**config.mk**
```make
export PLATFORM = sky130hd
export DESIGN_NAME = temp_scratchpad_decoder
export DESIGN_NICKNAME = d
export VERILOG_FILES = /design/src/rtl/core/tsd_pkg.sv /design/src/rtl/core/temp_scratchpad_decoder.sv /design/src/rtl/core/tsd_decode.sv /design/src/rtl/core/tsd_filter.sv
export SDC_FILE = /design/constraint.sdc
export NUM_CORES = 1
export LEC_CHECK = 0
export BUFFER_PORTS_ARGS = -buffer_cell sky130_fd_sc_hd__buf_2
export CELL_PAD_IN_SITES_DETAIL_PLACEMENT = 1
export CELL_PAD_IN_SITES_GLOBAL_PLACEMENT = 2
export CORE_UTILIZATION = 39
export CTS_CLUSTER_SIZE = 40
export DETAILED_ROUTE_END_ITERATION = 6
export PLACE_DENSITY_LB_ADDON = 0.1
export SKIP_CTS_REPAIR_TIMING = 1
export SLEW_MARGIN = 20
export SYNTH_ARGS = -nofsm -noshare
export SYNTH_HDL_FRONTEND = slang
export SYNTH_SLANG_ARGS = --single-unit
```
**constraint.sdc**
```tcl
create_clock -name clk_i -period 4.09 [get_ports clk_i]
set_input_delay 0.409 -clock clk_i [delete_from_list [all_inputs] [get_ports clk_i]]
set_output_delay 0.409 -clock clk_i [all_outputs]
set_load 0.02 [all_outputs]
```
**src/rtl/core/tsd_pkg.sv**
```systemverilog
// Shared types, codes and the CRC-8 byte update for the thermometer
// scratchpad decoder. No dependencies.
package tsd_pkg;

  typedef enum logic [1:0] {
    OP_RESET_PRESENT = 2'd0,
    OP_RESET_ABSENT  = 2'd1,
    OP_DATA          = 2'd2,
    OP_UNUSED        = 2'd3
  } op_e;

  // Scratchpad byte positions that carry meaning.
  localparam logic [3:0] BYTE_TEMP_LSB  = 4'd0;
  localparam logic [3:0] BYTE_TEMP_MSB  = 4'd1;
  localparam logic [3:0] BYTE_CONFIG    = 4'd4;
  localparam logic [3:0] BYTE_COUNT_REM = 4'd6;
  localparam logic [3:0] BYTE_COUNT_PER = 4'd7;

  localparam logic [7:0]  CRC_POLY      = 8'h8C;
  localparam logic [7:0]  OLD_PART_MASK = 8'h80;
  localparam logic [7:0]  COUNT_PER_C   = 8'h10;
  localparam logic [15:0] INVALID_TEMP  = 16'h8300;  // -32000
  localparam logic [15:0] EXT_OFFSET    = 16'd4;
  localparam logic [15:0] EXT_COUNT     = 16'd16;

  typedef struct packed {
    op_e        operation;
    logic [7:0] data_byte;
  } in_word_t;

  typedef struct packed {
    logic signed [15:0] temperature;
    logic               valid_res;
    logic               changed;
    logic               sensor_kind;
  } out_word_t;

  // Frame status from the decoder to the filter and the result register.
  typedef struct packed {
    logic        emit;
    logic        ok;
    logic        kind;
    logic [15:0] raw;
  } close_t;

  // Reflected CRC-8 over one byte, LSB first.
  function automatic logic [7:0] crc_byte(logic [7:0] crc_in, logic [7:0] data);
    logic [7:0] crc;
    logic [7:0] b;
    logic       mix;
    crc = crc_in;
    b   = data;
    for (int k = 0; k < 8; k++) begin
      mix = crc[0] ^ b[0];
      crc = crc >> 1;
      if (mix) begin
        crc = crc ^ CRC_POLY;
      end
      b = b >> 1;
    end
    return crc;
  endfunction

endpackage

```
**src/rtl/core/temp_scratchpad_decoder.sv**
```systemverilog
// Top level of the thermometer scratchpad decoder: input register, frame
// decoder, flutter filter and result register. Depends on tsd_pkg.

// The block takes one word per cycle, a bus-reset event or one of the nine
// scratchpad bytes, and sustains one word per clock while results drain. A
// word is held in the input register; its result, if any, is loaded from
// there into the result register when the result register is free. The
// CRC-8 byte update, temperature assembly and flutter filter all settle
// between those two registers. While a stalled result holds the result
// register, the word behind it waits in the input register and the input
// stalls. A reset without a device and the closing CRC byte each produce
// one result word; every other input produces none.
module temp_scratchpad_decoder (
  input  logic               clk_i,
  input  logic               rst_ni,
  input  logic               in_valid_i,
  output logic               in_stall_o,
  input  tsd_pkg::in_word_t  in_word_i,
  output logic               out_valid_o,
  input  logic               out_stall_i,
  output tsd_pkg::out_word_t out_word_o
);

  logic               in_valid_q;
  tsd_pkg::in_word_t  in_word_q;
  logic               out_valid_q;
  tsd_pkg::out_word_t out_word_q, out_word_d;
  logic               out_free;
  logic               proc_fire;
  tsd_pkg::close_t    close;
  logic               filt_changed;

  // The held word moves on whenever the result register is empty or drains
  // this cycle, so a result that drains this cycle does not block the next input.
  assign out_free   = !out_valid_q || !out_stall_i;
  assign proc_fire  = in_valid_q && out_free;
  assign in_stall_o = in_valid_q && !proc_fire;

  always_ff @(posedge clk_i or negedge rst_ni) begin
    if (!rst_ni) begin
      in_valid_q <= 1'b0;
    end else if (in_valid_i && !in_stall_o) begin
      in_valid_q <= 1'b1;
    end else if (proc_fire) begin
      in_valid_q <= 1'b0;
    end
  end

  always_ff @(posedge clk_i) begin
    if (in_valid_i && !in_stall_o) begin
      in_word_q <= in_word_i;
    end
  end

  tsd_decode u_decode (
    .clk_i   (clk_i),
    .rst_ni  (rst_ni),
    .fire_i  (proc_fire),
    .word_i  (in_word_q),
    .close_o (close)
  );

  tsd_filter u_filter (
    .clk_i     (clk_i),
    .rst_ni    (rst_ni),
    .fire_i    (proc_fire),
    .close_i   (close),
    .changed_o (filt_changed)
  );

  // A bad frame or a missing device reports the invalid marker; the
  // filter only speaks for good frames.
  always_comb begin
    out_word_d.temperature = close.ok ? $signed(close.raw) : $signed(tsd_pkg::INVALID_TEMP);
    out_word_d.valid_res   = close.ok;
    out_word_d.changed     = close.ok && filt_changed;
    out_word_d.sensor_kind = close.kind;
  end

  always_ff @(posedge clk_i or negedge rst_ni) begin
    if (!rst_ni) begin
      out_valid_q <= 1'b0;
    end else if (proc_fire) begin
      out_valid_q <= close.emit;
    end else if (!out_stall_i) begin
      out_valid_q <= 1'b0;
    end
  end

  always_ff @(posedge clk_i) begin
    if (proc_fire && close.emit) begin
      out_word_q <= out_word_d;
    end
  end

  assign out_valid_o = out_valid_q;
  assign out_word_o  = out_word_q;

endmodule

```
**src/rtl/core/tsd_decode.sv**
```systemverilog
// Frame tracker: byte counter, CRC-8 and temperature assembly.
// Depends on tsd_pkg.
module tsd_decode (
  input  logic              clk_i,
  input  logic              rst_ni,
  input  logic              fire_i,
  input  tsd_pkg::in_word_t word_i,
  output tsd_pkg::close_t   close_o
);

  logic [3:0]  count_q, count_d;
  logic        active_q, active_d;
  logic [7:0]  crc_q, crc_d;
  logic [15:0] raw_q, raw_d;
  logic        old_q, old_d;
  logic        cpc_q, cpc_d;
  logic [15:0] halved;

  assign halved = {raw_q[15], raw_q[15:1]};

  always_comb begin
    count_d  = count_q;
    active_d = active_q;
    crc_d    = crc_q;
    raw_d    = raw_q;
    old_d    = old_q;
    cpc_d    = cpc_q;
    close_o      = '0;
    close_o.raw  = raw_q;
    close_o.kind = old_q;
    if (fire_i) begin
      case (word_i.operation)
        tsd_pkg::OP_RESET_PRESENT: begin
          active_d = 1'b1;
          count_d  = '0;
          crc_d    = '0;
          raw_d    = '0;
          old_d    = 1'b0;
          cpc_d    = 1'b0;
        end
        tsd_pkg::OP_RESET_ABSENT: begin
          active_d     = 1'b0;
          close_o.emit = 1'b1;
          close_o.kind = 1'b0;
        end
        tsd_pkg::OP_DATA: begin
          if (active_q) begin
            if (!count_q[3]) begin
              crc_d   = tsd_pkg::crc_byte(crc_q, word_i.data_byte);
              count_d = count_q + 4'd1;
              case (count_q)
                tsd_pkg::BYTE_TEMP_LSB: raw_d = {8'h00, word_i.data_byte};
                tsd_pkg::BYTE_TEMP_MSB: raw_d = raw_q + {word_i.data_byte, 8'h00};
                tsd_pkg::BYTE_CONFIG: begin
                  if ((word_i.data_byte & tsd_pkg::OLD_PART_MASK) != 8'h00) begin
                    raw_d = {halved[11:0], 4'h0} - tsd_pkg::EXT_OFFSET;
                    old_d = 1'b1;
                  end
                end
                tsd_pkg::BYTE_COUNT_REM: begin
                  if (old_q) begin
                    raw_d = raw_q + tsd_pkg::EXT_COUNT - {8'h00, word_i.data_byte};
                  end
                end
                tsd_pkg::BYTE_COUNT_PER: cpc_d = (word_i.data_byte == tsd_pkg::COUNT_PER_C);
                default: ;
              endcase
            end else begin
              // The CRC byte closes the frame.
              active_d     = 1'b0;
              count_d      = '0;
              close_o.emit = 1'b1;
              close_o.ok   = (word_i.data_byte == crc_q) && cpc_q;
            end
          end
        end
        default: ;
      endcase
    end
  end

  always_ff @(posedge clk_i or negedge rst_ni) begin
    if (!rst_ni) begin
      count_q  <= '0;
      active_q <= 1'b0;
      crc_q    <= '0;
      raw_q    <= '0;
      old_q    <= 1'b0;
      cpc_q    <= 1'b0;
    end else begin
      count_q  <= count_d;
      active_q <= active_d;
      crc_q    <= crc_d;
      raw_q    <= raw_d;
      old_q    <= old_d;
      cpc_q    <= cpc_d;
    end
  end

endmodule

```
**src/rtl/core/tsd_filter.sv**
```systemverilog
// Flutter filter holding the reference temperature.
// Depends on tsd_pkg for the frame status type.
module tsd_filter (
  input  logic            clk_i,
  input  logic            rst_ni,
  input  logic            fire_i,
  input  tsd_pkg::close_t close_i,
  output logic            changed_o
);

  logic [15:0]        ref_q, ref_d;
  logic signed [16:0] diff;

  assign diff = $signed({ref_q[15], ref_q}) - $signed({close_i.raw[15], close_i.raw});

  always_comb begin
    ref_d     = ref_q;
    changed_o = 1'b0;
    if (diff == 17'sd2) begin
      changed_o = 1'b1;
      ref_d     = ref_q - 16'd1;
    end else if (diff == -17'sd2) begin
      changed_o = 1'b1;
      ref_d     = ref_q + 16'd1;
    end else if (diff == 17'sd0 || diff == 17'sd1 || diff == -17'sd1) begin
      changed_o = 1'b0;
    end else begin
      changed_o = 1'b1;
      ref_d     = close_i.raw;
    end
  end

  always_ff @(posedge clk_i or negedge rst_ni) begin
    if (!rst_ni) begin
      ref_q <= '0;
    end else if (fire_i && close_i.emit && close_i.ok) begin
      ref_q <= ref_d;
    end
  end

endmodule
```
* Word level (Yosys, flattened, before mapping)
Cells that the tools add are included.
** Cells by class
- Add/subtract/negate cells :: 8
- Eq/ne operators :: 22
- Mux-type cells :: 76
- Bitwise operators :: 16
- Reductions and logical operators :: 27
** Operators by type and width (number)
- $mux 8 :: 38
- $mux 16 :: 7
- $pmux 16 s4 :: 1
- $eq 17x2->1 const B :: 2
- $pmux 16 s2 :: 1
- $not 2->3 :: 8
- $mux 1 :: 18
- $eq 17x1->1 const B :: 1
- $eq 17x3->1 const B :: 1
- $logic_not 17->1 :: 1
- $sub 16x16->17 :: 1
- $add 16x1->16 const B :: 1
- $add 16x16->16 :: 1
- $add 16x5->16 const B :: 1
- $pmux 8 s2 :: 1
- $sub 16x1->16 const B :: 1
- $sub 16x3->16 const B :: 1
- $sub 16x8->16 :: 1
- $eq 4x3->1 const B :: 3
- $eq 8x5->1 const B :: 1
- $eq 8x8->1 :: 1
- $mux 4 :: 2
- $ne 2x2->1 const B :: 4
- $pmux 4 s2 :: 1
- other kinds (27) :: 51
** Storage, ports and cells
- Flip-flop bits (word level) :: 78
- Bits of input ports :: 14
- Output and inout bits :: 21
- Logic and storage cells :: 164

* Longest topological paths before layout
Gate-level depths: netlist of the first run.
- Depth in word-level cells :: 47
- Gate-level depth with buffers :: 16
- Mapped depth without buffers :: 15

* By module
A second synthesis of the first run with hierarchy kept.
** Second synthesis, totals
- Cell total of the unflattened synthesis :: 852
- Area, all modules :: 7302.0 µm²
** By module, submodules not included
- tsd_decode :: instances 1, cells each 397, area an instance 3372.0 µm², sequential area each 775.7 µm²
- tsd_filter :: instances 1, cells each 397, area an instance 2835.2 µm², sequential area each 400.4 µm²
- temp_scratchpad_decoder :: instances 1, cells each 58, area an instance 1094.8 µm², sequential area each 920.9 µm²

* Worst setup path before layout of the first run
No wires, ideal clock.
- Path kind :: register to register
- From :: register in_word_q[8] (netlist bit)
- To :: register u_filter.ref_q[4]
- Library setup time :: 0.126 ns
- Data arrival time :: 3.543 ns
- Data required time :: 3.964 ns
- Setup slack :: 0.421 ns
- Cell stages (with the launch flop) :: 10
- Path buffers :: 1
- Period minus slack after synthesis :: 3.669 ns
- Cell sequence :: edfxtp_1 inv_1 ha_1 clkbuf_1 a31oi_1 nor3b_1 and2_1 o211a_1 a32oi_1 o32a_1
** On the way
- Longest elaborated chain between the ends :: 6
- Elaborated cells between the ends (all ways) :: 8
- Classes of those cells :: 2 x eq/ne; 3 x mux; 3 x reduce/logical
** Ends and longest elaborated chain
- start, declared :: RTL line temp_scratchpad_decoder.sv:25 : tsd_pkg::in_word_t in_word_q;
- start signal, assigned :: RTL line temp_scratchpad_decoder.sv:51 : in_word_q <= in_word_i;
- $eq 2x2->1 or $eq 2x1->1 (tied branches) :: RTL line tsd_decode.sv:32 : case (word_i.operation)
- $pmux 1 s2 :: RTL line tsd_decode.sv:32
- $mux 3 (*) :: RTL line tsd_decode.sv:31 : if (fire_i) begin
- $logic_and 1x1->1 :: RTL line tsd_filter.sv:36 : end else if (fire_i && close_i.emit && close_i.ok) begin
- $logic_and 1x1->1 (*) :: RTL line tsd_filter.sv:36
- $reduce_and 2->1 (no source line) (*)
- end signal, assigned :: RTL line tsd_filter.sv:37 : ref_q <= ref_d;
- end, declared :: RTL line tsd_filter.sv:11 : logic [15:0] ref_q, ref_d;
Every way passes the cells marked *; elsewhere a longest branch is shown, timed or not.
A chain may end at the register's enable or synchronous reset.

* Worst setup path in the final report of the first run
- From :: register u_filter.ref_q[0]
- To :: register u_filter.ref_q[2]
** On the way
- Longest elaborated chain between the ends :: 6
- Elaborated cells between the ends (all ways) :: 14
- Classes of those cells :: 3 x add/sub; 5 x eq/ne; 2 x mux; 4 x reduce/logical
** Ends and longest elaborated chain
- $sub 16x16->17 :: RTL line tsd_filter.sv:14 : assign diff = $signed({ref_q[15], ref_q}) - $signed({close_i.raw[15], close_i.raw});
- $eq 17x2->1 or $logic_not 17->1 (tied branches) :: RTL line tsd_filter.sv:25 : end else if (diff == 17'sd0 || diff == 17'sd1 || diff == -17'sd1) begin
- $logic_or 1x1->1 (2 in series) :: RTL line tsd_filter.sv:25
- $ne 3x1->1 (no source line)
- $reduce_and 2->1 (no source line)
Parallel ways exist; a longest one is shown, timed or not.

==> results.toml, run 1 <==
[timing]
fmax_ghz = 0.259
slew_headroom_pct = 36.6
fin_hold_ws_ns = 0.182
tns_ns = 0
rsz0062_at_grt = "no"
post-route-min-period_ns = 3.86
fin_crit_sh_pct = 94.3
tightest_slew_ns = 0.944
fin_ws_ns = 0.231
drv_slew = 0
hold_viol = 0
setup_viol = 0
fin_worst_skew_ns = 0.0122

[die]
die_y_um = 138
core_area_mm2 = 0.0181
floorplan.rows = 49
ios = 35
initial_utilization_pct = 40.1
die_area_mm2 = 0.0191
fp.dieW_um = 138

[flow_run]
drv_cap = 0

[routing]
firstDrtPassIters = 7
ant_nets = 0
drt-initial-drc-count = 566
wl_per_cell_um = 23.3
drt-total-wl_um = 26300
drc = 12
routed_via_density = 6.10
dr_total_vias = 6892

[logic_synthesis]
ys_seq_elements = 78
synth-async-reset-ratio_pct = 62.8
yosysWarnings = 0
yosysSeqAreaShare_pct = 28.9
synth_area_leader_cell = "dfrtp_1"
synth_top_area_share_pct = 16.9
synth_fp_nets = 915
synth_ff_type = "dfrtp_1"
synthCells = 838
synthTopCellsByArea = "dfrtp_1 (17%), edfxtp_1 (12%), ha_1 (10%), xnor2_1 (5.2%), nand2_1 (3.5%)"
syn_area_mm2 = 0.00725
ys_types = 91
postSynthAreaPerCell_um2 = 8.65
synth-edff-count = 29

[finish]
final_util_pct = 45.0
multi_input_area_mm2 = 0.00479
nets = 972
seqCellArea_mm2 = 0.00210
layout-drive-gt1-share_pct = 15.0
diodes = 0
syn_to_final_growth_pct = 12.3
final_cells = 1129
final_design_area_no_fill_mm2 = 0.00814
fillers = 2157

[clocking]
path_clk_slew_ns = 0.07
cts_buffers = 9
clk_path_buf_depth = 2
cts_tree = "done"
cts_root_buffer = "clkbuf_16"
htreeDepth = 3
clock-sinks = 78
clkLatencyLatePin_ns = 0.36

[pwr]
power_mw = 3.54
powerDensity_mw_per_mm2 = 435
p_leak_nw = 3.45
ir_drop_v = 0.000205

[global_route]
grt_pass1_wl_um = 41500
grt_pass1_vias = 7045
grt_start_max_net_pins = 50
grt_usage_pct = 28.3
antenna_found_initial = 0
gr-total-overflow = 0

[placed_design]
dp_cells = 1113
gp_congestion = 0.965
dpl.hpwl_um = 20800
dpl_cell_area_mm2 = 0.00786
dp_slack_ns = 0.238
port_buffers = 34

[setup_path]
critical_path.cell_chain = "inv_1 -> ha_1 -> fa_1 -> nor2b_4 -> o2111ai_1 -> nand4_1 -> a21oi_1 -> xnor2_1 -> and4_1 -> nand3_1 -> buf_4 -> o22ai_1 -> nor2_1 -> o22a_1"
cp_data_required_time_ns = 4.33
worst-path-max-fanout = 10
slowest_stage = "fa_1"
critPathKind = "flip-flop to flip-flop"
arrival_ns = 4.10
max_stage_delay_ns = 0.53
start_kind = "flip-flop"
endpoint_kind = "flip-flop"

[run_status]
failed_checks = "DRC"
outcome = "complete, but fails checks"

[min_path]
hold_class = "input port to async pin"
critical path: cells and delay by family (launching register included):
kind	cells	cell delay, ns
simple gates	5	1.28
fa+ha+maj	2	0.74
compound gates	4	0.62
flops	1	0.42
buf+inv	2	0.42
xor+xnor	1	0.26
layer usage:
layer | routed length, um | up-vias | GRT usage (%)
met5 | 0 | - | 0
met4 | 548 | 0 | 7.69
met3 | 1390 | 32 | 5.75
met2 | 11400 | 182 | 42.9
met1 | 13000 | 3455 | 40.7
li1 | - | 3223 | -
cell families (layout without fill, tap and decap cells):
group | Yosys count | count (layout) | synth area share (%)
AO/OA/AOI/OAI | 233 | 233 | 21.6
XOR/XNOR | 59 | 59 | 7.23
adder cells (fa/ha/maj) | 63 | 63 | 11.2
buffers and inverters | 82 | 144 | 5.14
flip-flops | 78 | 78 | 28.9
multiplexers | 9 | 9 | 1.31
AND/OR/NAND/NOR | 314 | 314 | 24.6
layout make-up:
class	count	share of cell area [%]
Clock buffer	9	2.77
Clock inverter	7	0.676
Inverter	50	2.31
Multi-Input combinational cell	678	58.8
Sequential cell	78	25.8
Tap cell	229	3.52
Timing Repair Buffer	78	6.15
path summary, 6_finish.rpt:
path	from	end	slack [ns]	depth (start not counted)
max	u_filter.ref_q[0]	u_filter.ref_q[2]	0.23	14
min	rst_ni	u_decode.raw_q[13]	0.18	2
max reg2reg	u_filter.ref_q[0]	u_filter.ref_q[2]	0.23	14
min reg2reg	u_decode.crc_q[6]	u_decode.crc_q[6]	0.52	1
max in group asynchronous	rst_ni	u_filter.ref_q[5]	3.42	2
min in group clk_i	in_word_i[9]	in_word_q[9]	0.23	1
power breakdown:
part           internal, mW  switching [mW]
combinational         0.723            1.07
sequential            0.888          0.0756
clock                 0.419           0.364
total                  2.03            1.51
cells in the final DEF, fill, tap and decap left out, types with 11 or more instances in the layout:
| master | count |
|---|---|
| nand2_1 | 67 |
| ha_1 | 60 |
| nor2_1 | 53 |
| inv_1 | 50 |
| a21oi_1 | 49 |
| dfrtp_1 | 49 |
| o21ai_0 | 47 |
| buf_4 | 44 |
| xnor2_1 | 43 |
| buf_2 | 34 |
| edfxtp_1 | 29 |
| nand3_1 | 28 |
| nand4_1 | 24 |
| and2_1 | 24 |
| nor3_1 | 24 |
| a21o_1 | 17 |
| o22ai_1 | 16 |
| xor2_1 | 15 |
| o21ai_1 | 14 |
| nand2b_1 | 11 |
| a22oi_1 | 11 |
cell usage after synthesis (5+ instances only):
cell / count
and3_1: 10
o211a_1: 5
ha_1: 60
and4_1: 8
xor2_1: 15
nor4_1: 11
nor2_1: 53
edfxtp_1: 29
a22oi_1: 11
buf_4: 6
nand2_1: 67
or3_1: 5
a22o_1: 8
xnor2_1: 43
mux2i_1: 5
clkbuf_1: 11
nand4_1: 24
a21oi_1: 49
inv_1: 50
a21o_1: 17
and2_1: 24
o21ai_0: 47
a211oi_1: 7
o21ai_1: 14
dfrtp_1: 49
o22ai_1: 16
a31oi_1: 9
nand2b_1: 11
nand3_1: 28
buf_2: 10
nor2b_1: 10
nor3_1: 24
registers in the layout (all words and copies together) (netlist names):
signal,count
u_decode.active_q,1
u_decode.raw_q,16
u_decode.crc_q,8
u_decode.cpc_q,1
out_valid_o,1
u_filter.ref_q,16
u_decode.count_q,4
u_decode.old_q,1
in_word_q,10
in_valid_q,1
out_word_o,19
No activity file was read; power rests on OpenSTA's default activity.
==> inputs of run 2 (changes only) <==
Settings changed: CELL_PAD_IN_SITES_DETAIL_PLACEMENT 1 to unset, CELL_PAD_IN_SITES_GLOBAL_PLACEMENT 2 to unset, CORE_UTILIZATION 39 to 63, PLACE_DENSITY set to 0.82, PLACE_DENSITY_LB_ADDON 0.1 to unset.
==> run 2 against run 1 <==
Effect of this change: the flow still finishes with violations (DRC); first-iteration DRC count is 61% higher; worst hold slack worse by 0.0045 ns; clock skew up 0.00073 ns; wire length down 13%; register-to-register slack got worse by 0.03 ns; flip-flop and latch count is the same; critical path depth is 2 lower; sequential power rose by 0.8%; critical path type unchanged; critical endpoint is now u_filter.ref_q[4].
==> results.toml, run 2 (synthesis gave the netlist of run 1 again) <==
[placed_design]
dp_slack_ns = 0.256
dpl_cell_area_mm2 = 0.00773
port_buffers = 34
dpl.hpwl_um = 17500
gp_congestion = 1.10
dp_cells = 1022

[min_path]
hold_class = "input port to async pin"

[finish]
final_cells = 1038
final_design_area_no_fill_mm2 = 0.00803
final_cell_mix = "nand2_1 (67), ha_1 (60), nor2_1 (53), inv_1 (50)"
layout_commonest_cell = "nand2_1"
syn_to_final_growth_pct = 10.9
nets = 970
diodes = 0
fillers = 804
largest_reg_flops = 19
layout-drive-gt1-share_pct = 14.7
final_util_pct = 72.8

[die]
initial_utilization_pct = 65.7
ios = 35
die_y_um = 109
die_area_mm2 = 0.0119
fp.dieW_um = 109
floorplan.rows = 38
core_area_mm2 = 0.0110

[timing]
fin_ws_ns = 0.199
setup_viol = 0
drv_slew = 0
fmax_ghz = 0.257
rsz0062_at_grt = "no"
post-route-min-period_ns = 3.89
fin_crit_sh_pct = 95.1
fin_worst_skew_ns = 0.0129
fin_hold_ws_ns = 0.177
hold_viol = 0
tns_ns = 0
tightest_slew_ns = 0.950
slew_headroom_pct = 36.1

[clocking]
clk_path_buf_depth = 2
cts_root_buffer = "clkbuf_16"
htreeDepth = 3
cts_tree = "done"
clock-sinks = 78
path_clk_slew_ns = 0.06
clkLatencyLatePin_ns = 0.35
cts_buffers = 9

[routing]
drt-total-wl_um = 22900
wl_per_cell_um = 22.1
met3_length_um = 2870
highest_layer = "met4"
drc = 1
dr_total_vias = 7147
drt-met1-wl_um = 9220
routed_via_density = 6.89
firstDrtPassIters = 7
drt-initial-drc-count = 914
wl_met2_um = 9950
ant_nets = 0

[run_status]
failed_checks = "DRC"
outcome = "complete, but fails checks"

[flow_run]
drv_cap = 0

[setup_path]
rr_startpoint = "u_decode.raw_q[2]"
reg2reg_slack_ns = 0.20
r2r-end = "u_filter.ref_q[4]"
r2r_cells = 12
arrival_ns = 4.17
endpoint_kind = "flip-flop"
cp_data_required_time_ns = 4.37
worst-path-max-fanout = 11
start_kind = "flip-flop"
critPathKind = "flip-flop to flip-flop"

[global_route]
gr-total-overflow = 0
grt_usage_pct = 41.1
grt_start_max_net_pins = 50
grt_pass1_vias = 7021
grt_pass1_wl_um = 36400
antenna_found_initial = 0

[pwr]
power_mw = 3.57
ir_drop_v = 0.000394
p_leak_nw = 3.44
powerDensity_mw_per_mm2 = 445
run 2: metal layers:
layer  track usage (%)  vias up
li1                  -     3222
met1              55.8     3337
met2              61.8      489
met3              9.74       99
met4              19.4        0
met5                 0        -
run 2: cell type report:
cell class | count | area, um^2 | share of cell area [%]
Sequential cell | 78 | 2100 | 26.1
Multi-Input combinational cell | 678 | 4790 | 59.6
Clock inverter | 6 | 70.1 | 0.872
Timing Repair Buffer | 76 | 485 | 6.04
Inverter | 50 | 188 | 2.34
Tap cell | 140 | 175 | 2.18
Clock buffer | 10 | 229 | 2.85
run 2: worst max-delay path, cell delays in order (launching register included):
cell	delay [ns]
dfrtp_1	0.54
inv_1	0.12
ha_1	0.40
nor2b_4	0.16
o31a_1	0.28
o21ai_1	0.21
a21oi_1	0.12
xnor2_1	0.44
nor4b_4	0.36
nand4_4	0.22
o211a_1	0.46
a32oi_1	0.30
o32a_1	0.20
run 2: how the worst max path moves through the flow:
| stage | start | end | slack, ns | depth (start not counted) |
|---|---|---|---|---|
| after global placement | u_decode.raw_q[1] | u_decode.raw_q[15] | 0.36 | 13 |
| after global routing | u_decode.raw_q[1] | u_decode.raw_q[15] | 0.02 | 13 |
| after detailed placement | u_decode.raw_q[1] | u_decode.raw_q[15] | 0.26 | 13 |
| after floorplan | in_word_q[8] | u_filter.ref_q[4] | 0.42 | 9 |
| final | u_decode.raw_q[2] | u_filter.ref_q[4] | 0.20 | 12 |
| after CTS | u_decode.raw_q[1] | u_decode.raw_q[15] | 0.22 | 13 |
run 2: where the power goes:
part,internal [mW],switching (mW),leakage (nW)
registers,0.888,0.0836,0.900
clock network,0.477,0.362,0.135
logic,0.716,1.05,2.41
